$ cat src/hw/rtl/adq_pkg.sv
`default_nettype none

package adq_pkg;

	// Default capacity of the list
	localparam int DEPTH_DEF = 16;

	localparam int DATA_W   = 32;
	localparam int OP_W     = 3;
	localparam int STATUS_W = 2;
	localparam int COUNT_W  = 5;

	typedef enum logic [OP_W-1:0] {
		OP_PUSH_FRONT = 3'd0,
		OP_PUSH_BACK  = 3'd1,
		OP_POP_FRONT  = 3'd2,
		OP_POP_BACK   = 3'd3,
		OP_CLEAR      = 3'd4,
		OP_DUMP       = 3'd5
	} op_t;

	typedef enum logic [STATUS_W-1:0] {
		STAT_OK    = 2'd0,
		STAT_FULL  = 2'd1,
		STAT_EMPTY = 2'd2
	} status_t;

endpackage

`default_nettype wire

$ cat src/hw/rtl/adq_ram.sv
`default_nettype none

module adq_ram #(
	parameter int WIDTH = 32,
	parameter int DEPTH = 16
) (
	input  wire logic                     clk,
	input  wire logic                     we,
	input  wire logic [$clog2(DEPTH)-1:0] waddr,
	input  wire logic [WIDTH-1:0]         wdata,
	input  wire logic                     re,
	input  wire logic [$clog2(DEPTH)-1:0] raddr,
	output logic      [WIDTH-1:0]         rdata
);

	logic [WIDTH-1:0] mem_q [DEPTH];
	logic [WIDTH-1:0] rdata_q;

	// Hold read data until the next read
	always_ff @(posedge clk) begin
		if (we) begin
			mem_q[waddr] <= wdata;
		end
		if (re) begin
			rdata_q <= mem_q[raddr];
		end
	end

	assign rdata = rdata_q;

endmodule

`default_nettype wire

$ cat src/hw/rtl/array_deque.sv
// Insert, clear, error and empty-dump results enter the output register in the cycle after
//   the item is accepted; removes and dumped elements pass the RAM read register first.
// Throughput, unless the output stalls: one item per cycle for non-reading ops; a remove
//   stalls new items until its result loads; N dumped elements stream out one per cycle.
// Reset (arst_n low, asynchronous): list empty, head at zero, output register empty;
//   the element RAM is not cleared and needs no clearing pass.
`default_nettype none

module array_deque #(
	parameter int DEPTH = adq_pkg::DEPTH_DEF
) (
	input  wire logic                                clk,
	input  wire logic                                arst_n,
	input  wire logic                                in_valid,
	output logic                                     in_ready,
	input  wire logic        [adq_pkg::OP_W-1:0]     op,
	input  wire logic signed [adq_pkg::DATA_W-1:0]   value,
	output logic                                     out_valid,
	input  wire logic                                out_ready,
	output logic signed      [adq_pkg::DATA_W-1:0]   data,
	output logic             [adq_pkg::STATUS_W-1:0] status,
	output logic             [adq_pkg::COUNT_W-1:0]  count,
	output logic                                     last
);

	localparam int AW = $clog2(DEPTH);
	localparam int FW = $clog2(DEPTH + 1);
	localparam logic [FW-1:0] FULL_FILL = FW'(DEPTH);
	localparam logic [AW-1:0] LAST_IDX  = AW'(DEPTH - 1);

	// Two control states: take items, or stream RAM reads to the output register
	typedef enum logic [1:0] {
		ST_IDLE = 2'b01,
		ST_READ = 2'b10
	} state_t;

	// Ring add: base stays below DEPTH and off at most DEPTH, so one compare-subtract wraps it
	function automatic logic [AW-1:0] ring_add(input logic [AW-1:0] base,
	                                           input logic [FW-1:0] off);
		logic [AW:0] sum;
		sum = {1'b0, base} + (AW+1)'(off);
		if (sum >= (AW+1)'(DEPTH)) begin
			sum = sum - (AW+1)'(DEPTH);
		end
		return sum[AW-1:0];
	endfunction

	function automatic logic [AW-1:0] ring_inc(input logic [AW-1:0] a);
		return (a == LAST_IDX) ? '0 : a + AW'(1);
	endfunction

	// Control state
	state_t         state_q;
	logic [AW-1:0]  head_q;
	logic [FW-1:0]  fill_q;
	logic [AW-1:0]  ptr_q;      // ring address of the next element to read
	logic [FW-1:0]  rd_idx_q;   // dump reads issued so far (fill_q on a remove); equals fill_q when the last is out
	logic           pend_q;     // RAM read data holds an element not yet loaded
	logic           out_valid_q;

	// Output register payload
	logic signed [adq_pkg::DATA_W-1:0]   data_q;
	logic        [adq_pkg::STATUS_W-1:0] status_q;
	logic        [adq_pkg::COUNT_W-1:0]  count_q;
	logic                                last_q;

	// RAM port
	logic                       we;
	logic [AW-1:0]              waddr;
	logic                       re;
	logic [AW-1:0]              raddr;
	logic [adq_pkg::DATA_W-1:0] rdata;

	logic adv;        // output register free, or emptied this cycle
	logic acc;        // item accepted
	logic is_full;
	logic is_empty;
	logic issue;      // next dump read goes out
	logic load_rd;    // RAM read data goes to the output register
	logic rd_last;

	// Decode of the accepted item
	logic                                imm_load;
	logic [adq_pkg::STATUS_W-1:0]        imm_status;
	logic [FW-1:0]                       fill_nxt;
	logic [AW-1:0]                       head_nxt;
	logic                                start_rd;
	logic [FW-1:0]                       rd_idx_start;

	assign adv      = !out_valid_q || out_ready;
	assign in_ready = (state_q == ST_IDLE) && adv;
	assign acc      = in_valid && in_ready;
	assign is_full  = (fill_q == FULL_FILL);
	assign is_empty = (fill_q == '0);

	assign load_rd = (state_q == ST_READ) && pend_q && adv;
	assign rd_last = (rd_idx_q == fill_q);
	assign issue   = (state_q == ST_READ) && !rd_last && (!pend_q || adv);

	// Decode the item: state update, RAM access, immediate result
	always_comb begin
		imm_load     = 1'b0;
		imm_status   = adq_pkg::STAT_OK;
		fill_nxt     = fill_q;
		head_nxt     = head_q;
		start_rd     = 1'b0;
		rd_idx_start = '0;
		we           = 1'b0;
		waddr        = ring_add(head_q, fill_q);
		re           = 1'b0;
		raddr        = ptr_q;

		if (acc) begin
			unique case (op)
				adq_pkg::OP_PUSH_FRONT: begin
					imm_load = 1'b1;
					if (is_full) begin
						imm_status = adq_pkg::STAT_FULL;
					end else begin
						head_nxt = (head_q == '0) ? LAST_IDX : head_q - AW'(1);
						fill_nxt = fill_q + FW'(1);
						we       = 1'b1;
						waddr    = head_nxt;
					end
				end
				adq_pkg::OP_PUSH_BACK: begin
					imm_load = 1'b1;
					if (is_full) begin
						imm_status = adq_pkg::STAT_FULL;
					end else begin
						fill_nxt = fill_q + FW'(1);
						we       = 1'b1;
					end
				end
				adq_pkg::OP_POP_FRONT: begin
					if (is_empty) begin
						imm_load   = 1'b1;
						imm_status = adq_pkg::STAT_EMPTY;
					end else begin
						re           = 1'b1;
						raddr        = head_q;
						head_nxt     = ring_inc(head_q);
						fill_nxt     = fill_q - FW'(1);
						start_rd     = 1'b1;
						rd_idx_start = fill_nxt;
					end
				end
				adq_pkg::OP_POP_BACK: begin
					if (is_empty) begin
						imm_load   = 1'b1;
						imm_status = adq_pkg::STAT_EMPTY;
					end else begin
						fill_nxt     = fill_q - FW'(1);
						re           = 1'b1;
						raddr        = ring_add(head_q, fill_nxt);
						start_rd     = 1'b1;
						rd_idx_start = fill_nxt;
					end
				end
				adq_pkg::OP_CLEAR: begin
					imm_load = 1'b1;
					head_nxt = '0;
					fill_nxt = '0;
				end
				adq_pkg::OP_DUMP: begin
					if (is_empty) begin
						imm_load   = 1'b1;
						imm_status = adq_pkg::STAT_EMPTY;
					end else begin
						// Read the front element now, the rest from the READ state
						re           = 1'b1;
						raddr        = head_q;
						start_rd     = 1'b1;
						rd_idx_start = FW'(1);
					end
				end
				default: begin
					// Unused codes: drop the item, no result
				end
			endcase
		end else if (issue) begin
			re    = 1'b1;
			raddr = ptr_q;
		end
	end

	// Control registers
	always_ff @(posedge clk or negedge arst_n) begin
		if (!arst_n) begin
			state_q     <= ST_IDLE;
			head_q      <= '0;
			fill_q      <= '0;
			ptr_q       <= '0;
			rd_idx_q    <= '0;
			pend_q      <= 1'b0;
			out_valid_q <= 1'b0;
		end else begin
			head_q <= head_nxt;
			fill_q <= fill_nxt;

			unique case (state_q)
				ST_IDLE: begin
					if (start_rd) begin
						state_q  <= ST_READ;
						pend_q   <= 1'b1;
						ptr_q    <= ring_inc(head_q);
						rd_idx_q <= rd_idx_start;
					end
				end
				ST_READ: begin
					// Advance the read pointer; hold pending data until the output frees up
					if (issue) begin
						ptr_q    <= ring_inc(ptr_q);
						rd_idx_q <= rd_idx_q + FW'(1);
						pend_q   <= 1'b1;
					end else if (load_rd) begin
						pend_q <= 1'b0;
					end
					if (load_rd && rd_last) begin
						state_q <= ST_IDLE;
					end
				end
				default: begin
					state_q <= ST_IDLE;
				end
			endcase

			if (imm_load || load_rd) begin
				out_valid_q <= 1'b1;
			end else if (out_ready) begin
				out_valid_q <= 1'b0;
			end
		end
	end

	// Output register payload
	always_ff @(posedge clk) begin
		if (load_rd) begin
			data_q   <= rdata;
			status_q <= adq_pkg::STAT_OK;
			count_q  <= adq_pkg::COUNT_W'(fill_q);
			last_q   <= rd_last;
		end else if (imm_load) begin
			data_q   <= '0;
			status_q <= imm_status;
			count_q  <= adq_pkg::COUNT_W'(fill_nxt);
			last_q   <= 1'b1;
		end
	end

	assign out_valid = out_valid_q;
	assign data      = data_q;
	assign status    = status_q;
	assign count     = count_q;
	assign last      = last_q;

	adq_ram #(
		.WIDTH (adq_pkg::DATA_W),
		.DEPTH (DEPTH)
	) u_ram (
		.clk   (clk),
		.we    (we),
		.waddr (waddr),
		.wdata (value),
		.re    (re),
		.raddr (raddr),
		.rdata (rdata)
	);

	// The fill count never passes the capacity
	a_fill_bound: assert property (@(posedge clk) disable iff (!arst_n)
		fill_q <= FULL_FILL)
		else $error("fill count above capacity");

	// No pending read data while items are taken
	a_idle_no_pend: assert property (@(posedge clk) disable iff (!arst_n)
		(state_q == ST_IDLE) |-> !pend_q)
		else $error("pending read in idle state");

	// The RAM is never written while reads stream out
	a_no_write_in_read: assert property (@(posedge clk) disable iff (!arst_n)
		(state_q == ST_READ) |-> !we)
		else $error("RAM write during read streaming");

	// Never issue more reads than stored elements
	a_rd_idx_bound: assert property (@(posedge clk) disable iff (!arst_n)
		(state_q == ST_READ) |-> (rd_idx_q <= fill_q))
		else $error("read index past fill count");

	// Loading the final element returns to idle
	a_last_ends: assert property (@(posedge clk) disable iff (!arst_n)
		(load_rd && rd_last) |=> (state_q == ST_IDLE))
		else $error("read stream did not end after last element");

endmodule

`default_nettype wire
$ cat config.mk
export PLATFORM = sky130hd
export DESIGN_NAME = array_deque
export DESIGN_NICKNAME = d
export VERILOG_FILES = /design/src/hw/rtl/adq_pkg.sv /design/src/hw/rtl/adq_ram.sv /design/src/hw/rtl/array_deque.sv
export SDC_FILE = /design/constraint.sdc
export NUM_CORES = 1
export LEC_CHECK = 0
export BUFFER_PORTS_ARGS = -buffer_cell sky130_fd_sc_hd__buf_4
export CORE_UTILIZATION = 55
export DETAILED_ROUTE_END_ITERATION = 10
export GPL_TIMING_DRIVEN = 0
export PLACE_DENSITY = 0.69
export SYNTH_ARGS = -nofsm -noshare
export SYNTH_HDL_FRONTEND = slang
export SYNTH_SLANG_ARGS = --single-unit
$ cat constraint.sdc
create_clock -name clk -period 5.9 [get_ports clk]
set_input_delay 0.885 -clock clk [delete_from_list [all_inputs] [get_ports clk]]
set_output_delay 0.885 -clock clk [all_outputs]
set_load 0.005 [all_outputs]
Word level (Yosys, flattened, before mapping)
Memories as Yosys holds them, arrays and structs flattened. A register that Yosys moved wholly into a read port is not among the register bits.
Cells that the tools add are included.
Widths: inputs -> output; s select.
- add/subtract/negate cells: 10
- order comparisons: 2
- equal/unequal tests: 17
- mux-type cells: 61
- reduce and logical (&&, ||, !) cells: 29
- operator list (operator ; count):
    $mux 32 ; 2
    $mux 4 ; 15
    $mux 5 ; 9
    $mux 1 ; 21
    $pmux 5 s2 ; 2
    $pmux 4 s2 ; 2
    $pmux 5 s3 ; 1
    $pmux 4 s3 ; 1
    $sub 4x1->4 const B ; 3
    $add 4x5->5 ; 2
    $add 5x1->5 const B ; 2
    $ge 5x5->1 const B ; 2
    $add 4x1->4 const B ; 2
    $eq 4x4->1 const B ; 2
    $mux 2 ; 4
    $ne 2x2->1 const B ; 4
    $pmux 2 s2 ; 2
    $logic_and 1x1->1 ; 7
    $eq 3x2->1 const B ; 2
    $eq 3x3->1 const B ; 2
    $reduce_and 3->1 ; 2
    $reduce_bool 2->1 ; 3
    $reduce_or 2->1 ; 3
    $reduce_or 3->1 ; 2
    17 further kinds ; 22
- register bits after elaboration: 62
- RAM bits: 512
- input bits: 39
- output and inout port bits: 42
- word-level logic and storage cells: 131
- memories kept: 1
- memories (name ; depth ; width ; read ports ; clocked after memory_dff ; wr ports ; RTL line ; source):
    u_ram.mem_q ; 16 ; 32 ; 1 ; 1 ; 1 ; adq_ram.sv:16 ; logic [WIDTH-1:0] mem_q [DEPTH];

Longest topological paths before layout
- word-level depth: 7
- gate-level depth with buffers: 14
- gate-level depth less buffers: 11

Modules after synthesis
Synthesis repeated with hierarchy kept, for this count alone.
- cells, all modules: 1174
- area, all modules: 23696.5 µm²
- modules (own cells, without submodules) (module ; times used ; cells an instance ; area each (µm²) ; sequential area each (µm²)):
    adq_ram ; 1 ; 838 ; 20155.6 ; 16335.7
    array_deque ; 1 ; 336 ; 3540.9 ; 1732.9

Worst setup path before layout
OpenSTA, ideal clock, no wires.
- path type: input -> register
- from: input port out_ready
- to: memory u_ram.mem_q[5][0] (enable)
- library setup time: 0.421 ns
- data arrival time: 3.737 ns
- data required time: 5.479 ns
- slack: 1.742 ns
- stages on the path: 9
- buffers on the path: 2
- cells stage by stage: nand2b_1 > clkbuf_1 > and3_1 > clkbuf_1 > nand2_1 > nor2_1 > mux2i_1 > nand2_1 > nor2_1
- word-level cells in the longest chain between the ends: 6
- elaborated cells on any way between the ends: 7
- those cells by class: 4 x mux; 3 x reduce/logical
- ends and longest elaborated chain (item ; RTL line ; source):
    start: declaration ; array_deque.sv:19 ; input wire logic out_ready,
    $logic_or 1x1->1 (*) ; array_deque.sv:90 ; assign adv = !out_valid_q || out_ready;
    $logic_and 1x1->1 (*) ; array_deque.sv:91 ; assign in_ready = (state_q == ST_IDLE) && adv;
    $logic_and 1x1->1 (*) ; array_deque.sv:92 ; assign acc = in_valid && in_ready;
    $mux 1 ; array_deque.sv:113 ; if (acc) begin
    $mux 1 ; adq_ram.sv:21 ; if (we) begin
    $mux 1 (not written as such) ; adq_ram.sv:22 ; mem_q[waddr] <= wdata;
    end: declaration ; adq_ram.sv:16 ;
Every way passes the cells marked *; elsewhere a longest branch is shown, timed or not.

Final worst setup path
- from: register fill_q[0]
- to: register u_ram.rdata_q[12] (netlist: u_ram.rdata[12]) (read register of u_ram.mem_q) (data pin)
- word-level cells in the longest chain between the ends: 7
- elaborated cells on any way between the ends: 18
- those cells by class: 3 x add/sub; 1 x order compare; 1 x eq/ne; 9 x mux; 4 x reduce/logical
- ends and longest elaborated chain (item ; RTL line ; source):
    start: declaration ; array_deque.sv:55 ; logic [FW-1:0] fill_q;
    start signal: assignment ; array_deque.sv:199 ; fill_q <= fill_nxt;
    $sub 5x1->5 ; array_deque.sv:153 ; fill_nxt = fill_q - FW'(1);
    $add 4x5->5 ; array_deque.sv:41 ; sum = {1'b0, base} + (AW+1)'(off);
    $sub 4x1->4 / $ge 5x5->1 (equally long branches) ; array_deque.sv:43, array_deque.sv:42 ;
    $mux 4 ; array_deque.sv:42 ; if (sum >= (AW+1)'(DEPTH)) begin
    $mux 4 ; array_deque.sv:149 ; if (is_empty) begin
    $pmux 4 s2 ; array_deque.sv:114 ; unique case (op)
    $mux 4 ; array_deque.sv:113 ;
    end: declaration ; adq_ram.sv:17 ; logic [WIDTH-1:0] rdata_q;
Parallel ways exist; a longest one is shown, timed or not.
A chain may end at the register's enable or synchronous reset.

==> metrics.csv <==
stage,metric,value,unit
finish,Inserted Diodes,0,
synthesis,Synthesized Nets,1756,
floorplanning,I/O pin count,81,
clock_network,post-CTS clock slew at the launch and capture registers of the worst setup and hold paths,60,ps
timing,Setup TNS Final,0,ps
synthesis,netlist area before placement,24600,sq um
clock_network,maximum number of buffers from clock root to sink,3,
clock_network,insertion delay to the later sink of the worst-skew pair,630,ps
status,result of the run,"complete, no violations",
place,placed wire-length estimate,42200,um
clock_network,cell chosen for the clock root,clkbuf_16,
worst_setup_path,count of buffering cells on the critical path with inverters included,4,
worst_setup_path,FF-to-FF Start,fill_q[0]$_DFF_PN0_,
timing,Worst Slack Setup Final,1330,ps
finish,Layout Utilization,64.4,%
timing,Post-Route Skew,19.9,ps
clock_network,TritonCTS clock tree,built,
timing,max-slew violation count,0,
synthesis,Yosys warning total,0,
worst_setup_path,startpoint types,flip-flop,
timing,Least-Margin Pin Slew,1040,ps
clock_network,quantity of gates resized following cts,0,
floorplanning,full die area,45600,sq um
synthesis,unique cell type count in the Yosys netlist,59,
finish,post-synthesis to final-layout area growth,15.6,%
global_route,largest net degree at the start of global routing,27,
worst_setup_path,capturing element type of the critical path,flip-flop,
worst_setup_path,largest stage delay on the critical path,670,ps
floorplanning,die boundary width,214,um
detailed_routing,overall via count from detail_route,15685,
hold_path,class of the tightest hold or removal check,primary input to asynchronous set/reset pin,
synthesis,fraction of the yosys area taken by sequential cells,73.4,%
clock_network,CTS H-tree depth,2,
clock_network,clock net sink count,606,
pwr,leak pwr,0.00962,uW
place,routability-driven placement congestion ratio,0.863,
worst_setup_path,arrival time of the worst setup path,4890,ps
timing,number of endpoints failing setup at the final stage,0,
global_route,initial antenna violation count,0,
clock_network,clock buffer count from CTS,60,
worst_setup_path,start-to-end type of the worst setup path,flip-flop to flip-flop,
timing,shortest clock period the worst path allows after layout,4570,ps
worst_setup_path,critical-path cell list,clkbuf_1 -> inv_1 -> ha_1 -> inv_1 -> ha_1 -> a21o_1 -> a21oi_1 -> xor2_1 -> o211a_1 -> o21ai_1 -> clkbuf_1 -> a311oi_1 -> or4_1,
floorplanning,number of standard-cell rows in the floorplan,77,
place,Port Buffers,79,
finish,fraction of layout cells with a size suffix above 1,13.9,%
worst_setup_path,reg2reg setup slack,1330,ps
detailed_routing,Vias/cell,6.27,
clock_network,number of setup buffers added after CTS,0,
global_route,GR Overflow Total,0,
worst_setup_path,"Data required, critical path",6220,ps
synthesis,"flops & latches, synth",606,
timing,post-route clock period utilization,77.5,%
floorplanning,Die Span Y,214,um
pwr,maximum VDD drop,0.000314,V
worst_setup_path,top cell family by delay on the critical path,compound AO/OA/AOI/OAI gates,
timing,max-slew headroom at the worst pin,31.0,%
finish,net count reported at finish,1915,
worst_setup_path,Worst R2R Path Depth,13,
floorplanning,Placeable Area,44200,sq um
detailed_routing,post-DR wirelength/cell,25.5,um
timing,RSZ-0062 raised after global routing,no,
synthesis,syn_area_per_cell,14.5,sq um
detailed_routing,sum of routed wire length over all layers,63800,um
detailed_routing,remaining design rule violation count,0,
global_route,via count of the first global-routing pass,15642,
floorplanning,effective utilization at floorplan,55.7,%
detailed_routing,Initial DRT Pass Iterations,6,
timing,hold violation total from the final report,0,
clock_network,hold buffers post-CTS,0,
timing,Post-Route Hold Slack,152,ps
worst_setup_path,endpoint of the lowest-slack register-to-register path,u_ram.rdata[12]$_DFFE_PP_,
pwr,pwr/cell area,486,nW/um^2
synthesis,"EDFF count, synth",582,
global_route,global-route wire length before repair,95300,um
synthesis,share of synthesized flip-flops with an asynchronous set or reset,3.63,%
global_route,total global-route track usage,28.6,%
place,pre-CTS setup slack,1420,ps
detailed_routing,antenna-violating nets left,0,
place,number of cells after detailed placement,2391,
finish,filler cell count,3164,
synthesis,number of instances in the synthesized netlist,1702,
timing,maximum operating frequency,0.219,GHz
worst_setup_path,worst-path maximum fanout,10,
synthesis,flip-flop cell with the highest count after synthesis,edfxtp_1,
run,max-cap check violation count,0,
detailed_routing,First DRT Iteration DRCs,1786,
worst_setup_path,cell at the slowest stage of the critical path,o21ai_1,
finish,Post-Layout Cell Count,2501,
[area by class of cell]
type,instances,area [sq um],area share (%)
plain buffers,135,627,2.20
inverters,13,48.8,0.171
clock buffers,68,1550,5.45
flip-flops and latches,606,18100,63.5
multi-input cells,948,6010,21.1
repair buffers,97,1020,3.59
clock inverters,42,400,1.41
well taps,592,741,2.60
[Yosys cell counts, types with 7 or more instances]
cell type	instances	area (sq um)
a211oi_1	121	908
a211oi_2	10	125
and3_1	131	820
inv_1	12	45.0
xor2_1	8	70.1
buf_2	30	150
dfrtp_1	21	526
nor3_1	7	35.0
xnor2_1	7	61.3
nand2_1	290	1090
clkbuf_1	92	345
o21ai_0	22	110
ha_1	13	163
edfxtp_1	582	17500
nand3_1	11	55.1
a21oi_1	21	105
nor2_1	37	139
or4_1	32	240
a311oi_1	130	1140
and2_1	36	225
buf_6	10	113
[stage by stage]
stage / power [uW] / area, sq um
final: 13800 / 28500
after global routing: 14400 / 28500
after CTS: 13800 / 28500
after detailed placement: 10100 / 26500
after global placement: 9820 / 26000
after floorplan: 8190 / 24600
[registers in the layout, indices dropped and copies added (netlist names)]
signal / cells
count: 5
data: 32
fill_q: 5
head_q: 4
last: 1
out_valid: 1
pend_q: 1
ptr_q: 4
rd_idx_q: 5
state_q: 2
status: 2
u_ram.mem_q: 512
u_ram.rdata: 32
[worst register-to-register path, stage by stage (launching register included)]
cell and delay, ps:
dfrtp_1 410, clkbuf_1 320, inv_1 160, ha_1 360, inv_1 140, ha_1 250, a21o_1 180, a21oi_1 180
xor2_1 90, o211a_1 250, o21ai_1 670, clkbuf_1 600, a311oi_1 120, or4_1 540
[how the worst max path moves through the flow]
stage               slack, ps                start                           end  depth (start not counted)
global route             1090  fill_q[0]$_DFF_PN0_      u_ram.rdata[0]$_DFFE_PP_                         13
finish                   1330  fill_q[0]$_DFF_PN0_     u_ram.rdata[12]$_DFFE_PP_                         13
CTS                      1410  fill_q[0]$_DFF_PN0_      u_ram.rdata[0]$_DFFE_PP_                         13
floorplan                1740            out_ready   u_ram.mem_q[5][0]$_DFFE_PP_                          9
detailed placement       1420  fill_q[0]$_DFF_PN0_     u_ram.rdata[12]$_DFFE_PP_                         13
global placement          -30  fill_q[0]$_DFF_PN0_  u_ram.mem_q[4][12]$_DFFE_PP_                         10
[placed cells by master (no fill, tap or decap), types with 10 or more instances in the layout]
cell type,n
a211oi_1,121
clkinv_1,13
nand2_1,290
nor2_1,21
nand3_1,11
a21oi_1,21
and2_1,36
a211oi_2,10
or4_1,32
o21ai_0,22
clkbuf_16,61
dfrtp_1,21
nor2_4,16
a311oi_1,130
inv_1,11
clkbuf_1,98
buf_6,10
ha_1,13
clkinv_2,15
buf_2,30
buf_4,80
and3_1,131
edfxtp_1,582
[layer usage]
metal | wire [um] | track usage [%] | up-vias
met4 | 2070 | 11.3 | 0
li1 | - | - | 6991
met3 | 5200 | 4.99 | 138
met1 | 25100 | 38.0 | 7829
met2 | 31400 | 47.3 | 727
met5 | 0 | 0 | -
[report_power, final]
part | switching (uW) | internal, uW | total [uW]
registers | 137 | 5150 | 5290
clock network | 1600 | 2190 | 3790
logic | 3260 | 1500 | 4770
total | 5000 | 8850 | 13800
[kinds of logic (layout without fill, tap and decap cells)]
group,count (synthesis),count (layout),share of synthesized area (%)
and+or+nand+nor,562,562,11.1
muxes,9,9,0.432
buffers and inverters,148,355,2.74
xor gates and xnor gates,15,15,0.533
DFF,606,606,73.4
AOI/OAI and AO/OA,347,347,11.1
adders and majority gates,15,15,0.823
Note: power is estimated with default switching activity, not from simulation.
